**src/rtl/core/pnce_pkg.sv**
```systemverilog
`timescale 1ns / 1ps
`default_nettype none

package pnce_pkg;

  localparam int MAX_GRID_SCALE = 64;
  localparam int POS_BITS       = 24;

  localparam int FIELD_W   = 24;
  localparam int EDGE_W    = 24;
  localparam int GS_W      = 7;
  localparam int HASH_W    = 18;
  localparam int NBR_W     = 5;
  localparam int CFG_IDX_W = 1;
  localparam int CFG_W     = 24;

  localparam int SCALE_W = $clog2(MAX_GRID_SCALE + 1);
  localparam int IDX_W   = (MAX_GRID_SCALE > 1) ? $clog2(MAX_GRID_SCALE) : 1;
  localparam int STEP_W  = (IDX_W > 1) ? $clog2(IDX_W) : 1;
  localparam int LIM_W   = SCALE_W + EDGE_W;
  localparam int DIV_W   = FIELD_W + IDX_W;
  localparam int SS_W    = 2 * SCALE_W;

  localparam logic [FIELD_W-1:0] POS_MASK =
    FIELD_W'((64'(1) << POS_BITS) - 64'(1));

  localparam logic [EDGE_W-1:0] EDGE_RESET = EDGE_W'(256);
  localparam logic [GS_W-1:0]   GS_RESET   = GS_W'(16);

  localparam int QUEUE_DEPTH = 2;
  localparam int QPTR_W      = $clog2(QUEUE_DEPTH);
  localparam int QCNT_W      = $clog2(QUEUE_DEPTH + 1);

  localparam logic [NBR_W-1:0] NBR_LAST = NBR_W'(26);
  localparam logic [1:0]       OFF_MAX  = 2'd2;

  typedef enum logic [CFG_IDX_W-1:0] {
    CFG_CELL_EDGE  = 1'b0,
    CFG_GRID_SCALE = 1'b1
  } cfg_reg_e;

  typedef struct packed {
    logic [FIELD_W-1:0] pos_x;
    logic [FIELD_W-1:0] pos_y;
    logic [FIELD_W-1:0] pos_z;
  } in_item_t;

  typedef struct packed {
    logic [HASH_W-1:0] cell_hash;
    logic [NBR_W-1:0]  neighbor_number;
    logic              last_of_run;
  } out_item_t;

  typedef struct packed {
    logic [IDX_W-1:0] hx;
    logic [IDX_W-1:0] hy;
    logic [IDX_W-1:0] hz;
  } home_t;

  typedef struct packed {
    logic full;
    logic empty;
  } queue_stat_t;

endpackage

`default_nettype wire

```
**src/rtl/core/pnce_front.sv**
```systemverilog
`timescale 1ns / 1ps
`default_nettype none

module pnce_front (
  input  wire                          clk_i,
  input  wire                          rst_ni,
  input  wire                          in_valid_i,
  output logic                         in_stall_o,
  input  pnce_pkg::in_item_t           in_data_i,
  input  wire [pnce_pkg::EDGE_W-1:0]   edge_i,
  input  wire [pnce_pkg::SCALE_W-1:0]  scale_i,
  input  wire [pnce_pkg::LIM_W-1:0]    lim_i,
  input  pnce_pkg::queue_stat_t        qstat_i,
  output logic                         push_o,
  output pnce_pkg::home_t              home_o
);
  import pnce_pkg::*;

  logic                busy_q;
  logic [STEP_W-1:0]   step_q;
  logic                first_q;
  logic [FIELD_W-1:0]  rem_q [3];
  logic [FIELD_W-1:0]  rem_d [3];
  logic [IDX_W-1:0]    quo_q [3];
  logic [IDX_W-1:0]    quo_d [3];
  logic                sat_q [3];
  logic                sat_d [3];
  logic [IDX_W-1:0]    idx   [3];
  logic [DIV_W-1:0]    shifted;
  logic                ge;
  logic                last_step;
  logic                hold;
  logic                accept;

  assign last_step  = (step_q == '0);
  assign push_o     = busy_q && last_step && !qstat_i.full;
  assign hold       = busy_q && last_step && qstat_i.full;
  assign in_stall_o = busy_q && !(last_step && !qstat_i.full);
  assign accept     = in_valid_i && !in_stall_o;
  assign shifted    = DIV_W'(edge_i) << step_q;

  // one restoring quotient bit per cycle on each axis
  always_comb begin
    ge = 1'b0;
    for (int a = 0; a < 3; a++) begin
      ge       = (DIV_W'(rem_q[a]) >= shifted);
      sat_d[a] = first_q ? (LIM_W'(rem_q[a]) >= lim_i) : sat_q[a];
      rem_d[a] = ge ? (rem_q[a] - shifted[FIELD_W-1:0]) : rem_q[a];
      quo_d[a] = quo_q[a] | (IDX_W'(ge) << step_q);
      idx[a]   = sat_d[a] ? IDX_W'(scale_i - SCALE_W'(1)) : quo_d[a];
    end
  end

  assign home_o.hx = idx[0];
  assign home_o.hy = idx[1];
  assign home_o.hz = idx[2];

  always_ff @(posedge clk_i or negedge rst_ni) begin
    if (!rst_ni) begin
      busy_q <= 1'b0;
    end else if (accept) begin
      busy_q <= 1'b1;
    end else if (push_o) begin
      busy_q <= 1'b0;
    end
  end

  always_ff @(posedge clk_i) begin
    if (accept) begin
      rem_q[0] <= in_data_i.pos_x & POS_MASK;
      rem_q[1] <= in_data_i.pos_y & POS_MASK;
      rem_q[2] <= in_data_i.pos_z & POS_MASK;
      for (int a = 0; a < 3; a++) begin
        quo_q[a] <= '0;
        sat_q[a] <= 1'b0;
      end
      step_q  <= STEP_W'(IDX_W - 1);
      first_q <= 1'b1;
    end else if (busy_q && !hold && !last_step) begin
      for (int a = 0; a < 3; a++) begin
        rem_q[a] <= rem_d[a];
        quo_q[a] <= quo_d[a];
        sat_q[a] <= sat_d[a];
      end
      step_q  <= step_q - STEP_W'(1);
      first_q <= 1'b0;
    end
  end

endmodule

`default_nettype wire

```
**src/rtl/core/pnce_fifo.sv**
```systemverilog
`timescale 1ns / 1ps
`default_nettype none

module pnce_fifo (
  input  wire                    clk_i,
  input  wire                    rst_ni,
  input  wire                    push_i,
  input  pnce_pkg::home_t        push_data_i,
  input  wire                    pop_i,
  output pnce_pkg::home_t        head_o,
  output pnce_pkg::queue_stat_t  stat_o
);
  import pnce_pkg::*;

  home_t              mem_q [QUEUE_DEPTH];
  logic [QPTR_W-1:0]  wr_q;
  logic [QPTR_W-1:0]  rd_q;
  logic [QCNT_W-1:0]  cnt_q;
  logic [QCNT_W-1:0]  cnt_d;

  assign head_o       = mem_q[rd_q];
  assign stat_o.full  = (cnt_q == QCNT_W'(QUEUE_DEPTH));
  assign stat_o.empty = (cnt_q == '0);

  always_comb begin
    cnt_d = cnt_q;
    if (push_i && !pop_i) begin
      cnt_d = cnt_q + QCNT_W'(1);
    end else if (pop_i && !push_i) begin
      cnt_d = cnt_q - QCNT_W'(1);
    end
  end

  always_ff @(posedge clk_i or negedge rst_ni) begin
    if (!rst_ni) begin
      wr_q  <= '0;
      rd_q  <= '0;
      cnt_q <= '0;
    end else begin
      cnt_q <= cnt_d;
      if (push_i) begin
        wr_q <= (wr_q == QPTR_W'(QUEUE_DEPTH - 1)) ? '0 : wr_q + QPTR_W'(1);
      end
      if (pop_i) begin
        rd_q <= (rd_q == QPTR_W'(QUEUE_DEPTH - 1)) ? '0 : rd_q + QPTR_W'(1);
      end
    end
  end

  always_ff @(posedge clk_i) begin
    if (push_i) begin
      mem_q[wr_q] <= push_data_i;
    end
  end

endmodule

`default_nettype wire

```
**src/rtl/core/pnce_back.sv**
```systemverilog
`timescale 1ns / 1ps
`default_nettype none

module pnce_back (
  input  wire                          clk_i,
  input  wire                          rst_ni,
  input  pnce_pkg::home_t              head_i,
  input  pnce_pkg::queue_stat_t        qstat_i,
  output logic                         pop_o,
  input  wire [pnce_pkg::SCALE_W-1:0]  scale_i,
  input  wire [pnce_pkg::SS_W-1:0]     ss_i,
  output logic                         out_valid_o,
  input  wire                          out_stall_i,
  output pnce_pkg::out_item_t          out_data_o
);
  import pnce_pkg::*;

  localparam int HSUM_W = SS_W + IDX_W + 2;

  function automatic logic [IDX_W-1:0] wrap_axis(input logic [IDX_W-1:0]   h,
                                                 input logic [1:0]         off,
                                                 input logic [SCALE_W-1:0] s);
    logic [SCALE_W:0] v;
    v = (SCALE_W+1)'(h) + (SCALE_W+1)'(off);
    if (v == '0) begin
      v = (SCALE_W+1)'(s) - (SCALE_W+1)'(1);
    end else begin
      v = v - (SCALE_W+1)'(1);
      if (v >= (SCALE_W+1)'(s)) begin
        v = v - (SCALE_W+1)'(s);
      end
    end
    return v[IDX_W-1:0];
  endfunction

  logic [1:0]        dx_q, dy_q, dz_q;
  logic [NBR_W-1:0]  k_q;
  logic              ov_q;
  out_item_t         out_q;
  logic              adv;
  logic              last;
  logic [IDX_W-1:0]  cx, cy, cz;
  logic [HSUM_W-1:0] hash_sum;

  assign adv  = !qstat_i.empty && (!ov_q || !out_stall_i);
  assign last = (k_q == NBR_LAST);
  assign pop_o = adv && last;

  assign cx = wrap_axis(head_i.hx, dx_q, scale_i);
  assign cy = wrap_axis(head_i.hy, dy_q, scale_i);
  assign cz = wrap_axis(head_i.hz, dz_q, scale_i);
  assign hash_sum = HSUM_W'(cx) + HSUM_W'(scale_i) * HSUM_W'(cy)
                  + HSUM_W'(ss_i) * HSUM_W'(cz);

  always_ff @(posedge clk_i or negedge rst_ni) begin
    if (!rst_ni) begin
      ov_q <= 1'b0;
      dx_q <= '0;
      dy_q <= '0;
      dz_q <= '0;
      k_q  <= '0;
    end else if (adv) begin
      ov_q <= 1'b1;
      if (last) begin
        dx_q <= '0;
        dy_q <= '0;
        dz_q <= '0;
        k_q  <= '0;
      end else begin
        k_q <= k_q + NBR_W'(1);
        if (dz_q != OFF_MAX) begin
          dz_q <= dz_q + 2'd1;
        end else begin
          dz_q <= '0;
          if (dy_q != OFF_MAX) begin
            dy_q <= dy_q + 2'd1;
          end else begin
            dy_q <= '0;
            dx_q <= dx_q + 2'd1;
          end
        end
      end
    end else if (!out_stall_i) begin
      ov_q <= 1'b0;
    end
  end

  always_ff @(posedge clk_i) begin
    if (adv) begin
      out_q.cell_hash       <= hash_sum[HASH_W-1:0];
      out_q.neighbor_number <= k_q;
      out_q.last_of_run     <= last;
    end
  end

  assign out_valid_o = ov_q;
  assign out_data_o  = out_q;

endmodule

`default_nettype wire

```
**src/rtl/core/periodic_neighbor_cell_enumerator.sv**
```systemverilog
`timescale 1ns / 1ps
`default_nettype none

// Periodic 27-cell neighbor enumerator for a cell list.
// Input channel (in_valid_i / in_stall_o / in_data_i) carries one particle
// position per transfer; the output channel (out_valid_o / out_stall_i /
// out_data_o) carries 27 neighbor cell hashes per particle, x offset
// outermost, z innermost, last_of_run set on the twenty-seventh.
// Configuration: cfg_we_i writes cfg_data_i to the register cfg_idx_i
// (0 cell edge, 1 grid scale); write only while the block is idle.
// Datapath: the home cell is found by division, one quotient bit per cycle on all
// three axes, then passes through the queue into the output register.
// Throughput: one hash per cycle while the receiver does not stall, stepped by the
// neighbor counter of the output stage; the front computes the next home
// cell meanwhile and a two-entry queue holds finished home cells.
// Reset: queue, counters and output valid clear; cell edge 1.0, grid 16.
// A stalled receiver holds the output register; the queue then fills and
// the input stalls, with no result lost.
module periodic_neighbor_cell_enumerator (
  input  wire                            clk_i,
  input  wire                            rst_ni,
  input  wire                            cfg_we_i,
  input  wire [pnce_pkg::CFG_IDX_W-1:0]  cfg_idx_i,
  input  wire [pnce_pkg::CFG_W-1:0]      cfg_data_i,
  input  wire                            in_valid_i,
  output logic                           in_stall_o,
  input  pnce_pkg::in_item_t             in_data_i,
  output logic                           out_valid_o,
  input  wire                            out_stall_i,
  output pnce_pkg::out_item_t            out_data_o
);
  import pnce_pkg::*;

  logic [EDGE_W-1:0]  edge_q;
  logic [GS_W-1:0]    gs_q;
  logic [SCALE_W-1:0] scale_d, scale_q;
  logic [LIM_W-1:0]   lim_q;
  logic [SS_W-1:0]    ss_q;
  queue_stat_t        qstat;
  home_t              push_home;
  home_t              head;
  logic               push;
  logic               pop;

  always_comb begin
    if (gs_q == '0) begin
      scale_d = SCALE_W'(1);
    end else if (32'(gs_q) > MAX_GRID_SCALE) begin
      scale_d = SCALE_W'(MAX_GRID_SCALE);
    end else begin
      scale_d = SCALE_W'(gs_q);
    end
  end

  always_ff @(posedge clk_i or negedge rst_ni) begin
    if (!rst_ni) begin
      edge_q  <= EDGE_RESET;
      gs_q    <= GS_RESET;
      scale_q <= SCALE_W'(GS_RESET);
      lim_q   <= LIM_W'(GS_RESET) * LIM_W'(EDGE_RESET);
      ss_q    <= SS_W'(GS_RESET) * SS_W'(GS_RESET);
    end else begin
      if (cfg_we_i) begin
        case (cfg_reg_e'(cfg_idx_i))
          CFG_CELL_EDGE:  edge_q <= cfg_data_i[EDGE_W-1:0];
          CFG_GRID_SCALE: gs_q   <= cfg_data_i[GS_W-1:0];
          default: ;
        endcase
      end
      scale_q <= scale_d;
      lim_q   <= LIM_W'(scale_d) * LIM_W'(edge_q);
      ss_q    <= SS_W'(scale_d) * SS_W'(scale_d);
    end
  end

  pnce_front u_front (
    .clk_i      (clk_i),
    .rst_ni     (rst_ni),
    .in_valid_i (in_valid_i),
    .in_stall_o (in_stall_o),
    .in_data_i  (in_data_i),
    .edge_i     (edge_q),
    .scale_i    (scale_q),
    .lim_i      (lim_q),
    .qstat_i    (qstat),
    .push_o     (push),
    .home_o     (push_home)
  );

  pnce_fifo u_fifo (
    .clk_i       (clk_i),
    .rst_ni      (rst_ni),
    .push_i      (push),
    .push_data_i (push_home),
    .pop_i       (pop),
    .head_o      (head),
    .stat_o      (qstat)
  );

  pnce_back u_back (
    .clk_i       (clk_i),
    .rst_ni      (rst_ni),
    .head_i      (head),
    .qstat_i     (qstat),
    .pop_o       (pop),
    .scale_i     (scale_q),
    .ss_i        (ss_q),
    .out_valid_o (out_valid_o),
    .out_stall_i (out_stall_i),
    .out_data_o  (out_data_o)
  );

endmodule

`default_nettype wire

```
**config.mk**
```make
export PLATFORM = sky130hd
export DESIGN_NAME = periodic_neighbor_cell_enumerator
export DESIGN_NICKNAME = d
export VERILOG_FILES = /design/src/rtl/core/pnce_pkg.sv /design/src/rtl/core/pnce_front.sv /design/src/rtl/core/pnce_fifo.sv /design/src/rtl/core/pnce_back.sv /design/src/rtl/core/periodic_neighbor_cell_enumerator.sv
export SDC_FILE = /design/constraint.sdc
export NUM_CORES = 1
export LEC_CHECK = 0
export BUFFER_PORTS_ARGS = -buffer_cell sky130_fd_sc_hd__buf_2
export CAP_MARGIN = 5
export CORE_MARGIN = 2
export CORE_UTILIZATION = 35
export CTS_BUF_LIST = sky130_fd_sc_hd__clkbuf_8
export CTS_CLUSTER_DIAMETER = 150
export CTS_CLUSTER_SIZE = 12
export DETAILED_ROUTE_END_ITERATION = 10
export PLACE_DENSITY = 0.64
export SETUP_SLACK_MARGIN = 0.02
export SLEW_MARGIN = 20
export SYNTH_ARGS = -nofsm -noshare
export SYNTH_HDL_FRONTEND = slang
export SYNTH_SLANG_ARGS = --single-unit
export TNS_END_PERCENT = 50
```
**constraint.sdc**
```tcl
create_clock -name clk_i -period 10.5 [get_ports clk_i]
set_clock_uncertainty 0.15 [all_clocks]
set_input_delay 0.525 -clock clk_i [delete_from_list [all_inputs] [get_ports clk_i]]
set_output_delay 0.525 -clock clk_i [all_outputs]
set_load 0.01 [all_outputs]
```
# Word level (Yosys, flattened, before mapping)
# Memories as Yosys holds them, arrays and structs flattened.
# Index checks and enable logic that the tools add are counted.
# totals
in_bits	102
mem_count	4
latch_bits	0
register_bits	128
elab_cells	171
output_inout_bits	26
ramBits	129
romBits	0
# mem_list
name	words	word_bits	read_ports	rd_ports_with_merged_regs	write_ports	line	source
u_front.rem_q	3	24	3	0	3	pnce_front.sv:22	logic [FIELD_W-1:0] rem_q [3];
u_fifo.mem_q	2	18	1	0	1	pnce_fifo.sv:15	home_t mem_q [QUEUE_DEPTH];
u_front.quo_q	3	6	3	0	3	pnce_front.sv:24	logic [IDX_W-1:0] quo_q [3];
u_front.sat_q	3	1	3	0	3	pnce_front.sv:26	logic sat_q [3];
# classes
add_sub_neg	25
n_reduce_logical	35
n_shift	4
eq_ne	7
bitwise_logic	13
div	0
muxes	50
n_lt_le_gt_ge	10
mul	4
# op_table
operator	count
$mux 24	6
$ge 24x31->1	3
$ge 24x30->1	3
$mux 6	12
$sub 24x24->24	3
$mul 7x24->31	1
$shl 24x3->30	1
$ge 8x7->1	3
$logic_not 8->1	3
$sub 7x1->8 const B	3
$add 6x2->7	3
$mux 2	10
$mux 1	19
$add 18x18->18	1
$mul 14x6->18	1
$or 6x6->6	3
$shl 1x3->6	3
$sub 6x6->6	3
$add 6x13->14	1
$mul 7x7->14	1
$mux 7	2
$mul 7x6->13	1
$logic_and 1x1->1	12
$sub 6x1->6 const B	2
21 further kinds	48

# Logic depth before layout (Yosys ltp)
# logic_depth
word_depth	10
depth_mapped	46
depth_no_buf	43

# Cells and area by module
# Synthesis repeated with hierarchy kept, for this count alone.
# hier_totals
cells_unflattened	2984
area_unflattened_um2	28476.1
# modules_own_cells
mod	area_each_um2	seq_area_each_um2	n_inst	cells_each
pnce_front	10237.3	2897.8	1	1134
periodic_neighbor_cell_enumerator	8992.4	2033.2	1	902
pnce_back	7711.1	1021.0	1	876
pnce_fifo	1535.2	1181.1	1	72

# Worst setup path after synthesis
# No wires, ideal clock.
# synth_path
path_kind	register -> register
from	reg u_fifo.rd_q
to	reg u_back.out_q (netlist bit u_back.out_data_o[23]) (data pin)
setup_time_ps	268
stages_incl_launch_ff	46
arrival_time_ps	10034
required_time_ps	10082
period_less_slack_ps	10451
n_path_buf	3
slack_ps	49
path_cell_list	dfrtp_1 -> buf_6 -> buf_6 -> buf_2 -> mux2_2 -> ha_1 -> fa_1 -> inv_1 -> ha_1 -> nor2b_1 -> nand2_1 -> xnor2_1 -> ha_1 -> and3_1 -> a31oi_1 -> a21boi_0 -> o21ai_0 -> o211ai_2 -> (+10 left out) -> ha_1 -> inv_1 -> a21oi_1 -> o21ai_0 -> a21boi_0 -> o21ai_0 -> nand2b_1 -> xor2_1 -> fa_1 -> ha_1 -> and2_1 -> o21ai_0 -> o21ai_0 -> or4_1 -> a31o_2 -> a21oi_1 -> o21ai_0 -> xnor3_1
# synth_via
elab_chain_len	9
word_cells_on_any_way	26
cone_classes	add/sub (11); mul (2); order compare (3); mux (6); reduce/logical (3); memory (1)
# synth_rtl
item	line	source
from (decl)	pnce_fifo.sv:17	logic [QPTR_W-1:0] rd_q;
from (signal assigned)	pnce_fifo.sv:45	rd_q <= (rd_q == QPTR_W'(QUEUE_DEPTH - 1)) ? '0 : rd_q + QPTR_W'(1);
$mem_v2 2x18 (*)	-	
$add 6x2->7	pnce_back.sv:24	v = (SCALE_W+1)'(h) + (SCALE_W+1)'(off);
$sub 7x1->8	pnce_back.sv:28	v = v - (SCALE_W+1)'(1);
$ge 8x7->1 / $sub 6x6->6 (equally long branches)	pnce_back.sv:29, pnce_back.sv:30	
$mux 6	pnce_back.sv:29	if (v >= (SCALE_W+1)'(s)) begin
$mux 6	pnce_back.sv:25	if (v == '0) begin
$mul 7x6->13	pnce_back.sv:52	assign hash_sum = HSUM_W'(cx) + HSUM_W'(scale_i) * HSUM_W'(cy)
$add 6x13->14	pnce_back.sv:52	
$add 18x18->18 (*)	pnce_back.sv:53	+ HSUM_W'(ss_i) * HSUM_W'(cz);
via u_back.hash_sum[17]	pnce_back.sv:43	logic [HSUM_W-1:0] hash_sum;
to (decl)	pnce_back.sv:39	out_item_t out_q;
# Mark *: on every way through the listed nets, which the timed path passes. The rest lies on a longest branch.
# A chain may end at the register's enable or synchronous reset.

# Worst setup path after layout
# Ends and elaborated chain as after synthesis.

==> flow_metrics.py <==
metrics = {
    "routing": {
        "drtIter0Drc": 1461,
        "dr.pass1.iters": 5,
        "ant_nets": 0,
        "routedWlPerCell_um": 17.71,
        "wirelength_um": 73070,
        "remaining_drc_errors": 0,
        "vias_per_cell": 5.192,
        "vias": 21430,
    },
    "cts": {
        "numClockSinks": 255,
        "cts_buffers": 26,
        "clock_path_buffers": 3,
        "cts_tree": "done",
        "cts.clk_slew.worst_paths_ns": 0.10,
        "clkLatencyLatePin_ns": 0.66,
        "h-tree-depth": 1,
        "clockRootBuffer": "clkbuf_8",
    },
    "sta": {
        "hold_violations": 0,
        "slew_viol_final": 0,
        "setup_violations": 0,
        "min_period_ns": 10.09,
        "clock.fmax_mhz": 99.13,
        "post-route-period-util_pct": 96.07,
        "worstMarginPinSlew_ns": 1.031,
        "relSlewSlack_pct": 31.01,
        "hold_slack_ns": 0.02572,
    },
    "die": {
        "start_util_pct": 35.43,
        "row_count": 102,
        "ios": 128,
        "die_w_um": 284.5,
        "die_h_um": 284.5,
        "placeableCoreArea_mm2": 0.07772,
        "die-area_mm2": 0.08093,
    },
    "grt": {
        "grt_pass1_wl_um": 117600,
        "first_global_vias": 21220,
        "globalRouteTotalUtil_pct": 17.99,
        "antenna_found_initial": 1,
        "globalRouteOverflowTotal": 0,
        "grt_max_degree": 91,
    },
    "cells_and_area": {
        "fin_nets": 3706,
        "area_growth_pct": 11.36,
        "n_fill_cell": 7725,
        "instances_no_fill": 4127,
        "drive_above_1_share_pct": 10.27,
        "post-route-util_pct": 39.45,
    },
    "setup_path": {
        "r2r_slack_ns": 0.41,
        "critPathKind": "flip-flop to flip-flop",
        "crit_path_end": "u_back.out_data_o[23]",
        "worstSetupEndpointType": "flip-flop",
        "regToRegEndpoint": "u_back.out_data_o[23]",
        "cp-start-kind": "flip-flop",
        "slowest_delay_ns": 0.56,
        "cp.required_ns": 10.74,
        "reg2reg_depth": 43,
        "slowest_stage": "fa_1",
        "crit_path_start": "u_fifo.rd_q",
        "path_max_fanout": 6,
        "arrival_ns": 10.33,
        "r2r-start": "u_fifo.rd_q",
        "timing.critical_path.mode_cell": "fa_1",
    },
    "synth": {
        "yosysMostFrequentCell": "nand2_1",
        "synth_seq_cells": 255,
        "yosys.area.top_type": "edfxtp_1",
        "avgSynthCellArea_um2": 9.489,
        "synth_area_leaders": "edfxtp_1 17%, fa_1 16%, ha_1 15%",
        "synth_cell_type_count": 81,
        "synthCells": 2902,
        "synth_top_area_share_pct": 16.68,
        "ys.flop_type": "edfxtp_1",
        "ys_async_sr_fraction_pct": 38.43,
        "synth-edff-count": 153,
        "yosysWarnings": 0,
        "synth-seq-area-share_pct": 25.90,
        "ys_top_cells_by_count": "393 x nand2_1, 321 x ha_1, 298 x inv_1",
        "synth_area_mm2": 0.02754,
    },
    "hold_path": {
        "hold_class": "input port to flip-flop",
    },
    "flow_run": {
        "maxCapViolations": 0,
    },
    "place": {
        "dp.cells": 4013,
        "place_congestion": 0.9000,
        "dp_hpwl_um": 57050,
        "portBuffers": 127,
    },
    "run_status": {
        "status": "complete, no violations",
    },
}
## sequential cells by signal (all words and copies together) (netlist names), 2 cells and up
name,cells
u_front.rem_q,72
edge_q,24
u_back.dx_q,2
lim_q,31
u_fifo.cnt_q,2
u_back.dy_q,2
ss_q,13
u_fifo.mem_q,36
u_front.sat_q,3
u_front.step_q,3
scale_q,6
u_back.out_data_o,24
u_back.k_q,5
gs_q,7
u_front.quo_q,18
u_back.dz_q,2
## cell usage in the layout (no fill, tap or decap), drive strengths merged, types with 89 or more instances in the layout
cell	synthesis	layout
and2	89	89
a21oi	143	143
inv	298	317
dfrtp	93	93
edfxtp	153	153
buf	19	172
nor2	110	110
ha	321	321
nand2	393	393
o21ai	173	173
fa	216	216
xnor2	110	110
## metal layers
layer | vias to the layer above | global-route usage, % | share of wire, % | routed length [µm]
met2 | 543 | 29.80 | 47 | 34080
met1 | 10490 | 25.40 | 46 | 33950
met5 | - | 0 | 0 | 0
met4 | 0 | 3.289 | 1.7 | 1225
li1 | 10330 | - | - | -
met3 | 68 | 2.143 | 5.2 | 3814
## what timing repair did
| action | in CTS | in global routing |
|---|---|---|
| hold buffers | 58 | 0 |
| endpoints found under the setup margin | 1 | 4 |
| pin swaps | 1 | 13 |
| endpoints found under the hold margin | 91 | 0 |
| resized for setup | 4 | 30 |
| setup buffers | 1 | 7 |
## worst min path at each step
stage,start,to,slack [ns],depth (start not counted)
final,cfg_data_i[4],edge_q[4],0.03,2
after global routing,cfg_data_i[4],edge_q[4],0.009,2
after CTS,cfg_data_i[4],edge_q[4],0.0006,2
after detailed placement,u_fifo.wr_q,u_fifo.wr_q,0.34,1
after global placement,u_fifo.wr_q,u_fifo.wr_q,0.33,1
after floorplan,rst_ni,edge_q[0],0.08,0
## area by class of cell
cell class,instances,area (µm²),share of cell area [%]
inverter,299,1122,3.660
clock inverter,21,101.3,0.3305
multi-input combinational,2255,19090,62.25
timing repair buffer,230,1556,5.076
antenna,1,2.502,0.008161
clock buffer,26,357.8,1.167
sequential,255,7133,23.26
tap,1040,1301,4.244
## metrics by stage
step | setup TNS [ns] | instance area [µm²] | setup slack (ns)
5_1_grt | -0.02981 | 30660 | -0.02981
3_5_place_dp | -0.2005 | 29420 | -0.2005
2_1_floorplan | 0 | 27580 | 0.04881
3_3_place_gp | 0 | 29420 | 0.02890
4_1_cts | 0 | 30480 | 0.04824
6_report | 0 | 30660 | 0.4126
## logic make-up (layout without fill, tap and decap cells)
group	count (synthesis)	count (layout)	share of synthesized area, %
compound gates	577	577	13.25
fa+ha+maj	537	537	30.29
xor+xnor	159	159	5.162
flops	255	255	25.90
other cells	2	14	0.02727
buf+inv	403	576	5.575
simple gates	840	840	14.39
mux	129	129	5.407
## worst max-delay path: cells and delay by family, from the launching register on
kind	cells	cell delay [ns]
AOI/OAI and AO/OA	13	1.82
xor gates and xnor gates	3	0.74
adders and majority gates	11	4.31
buffers and inverters	6	0.52
DFF	1	0.38
muxes	3	0.61
and+or+nand+nor	7	1.32
Power is left out: the tool's default activity adds up to more than one toggle a clock period on the data nets, which glitch-free logic cannot reach.
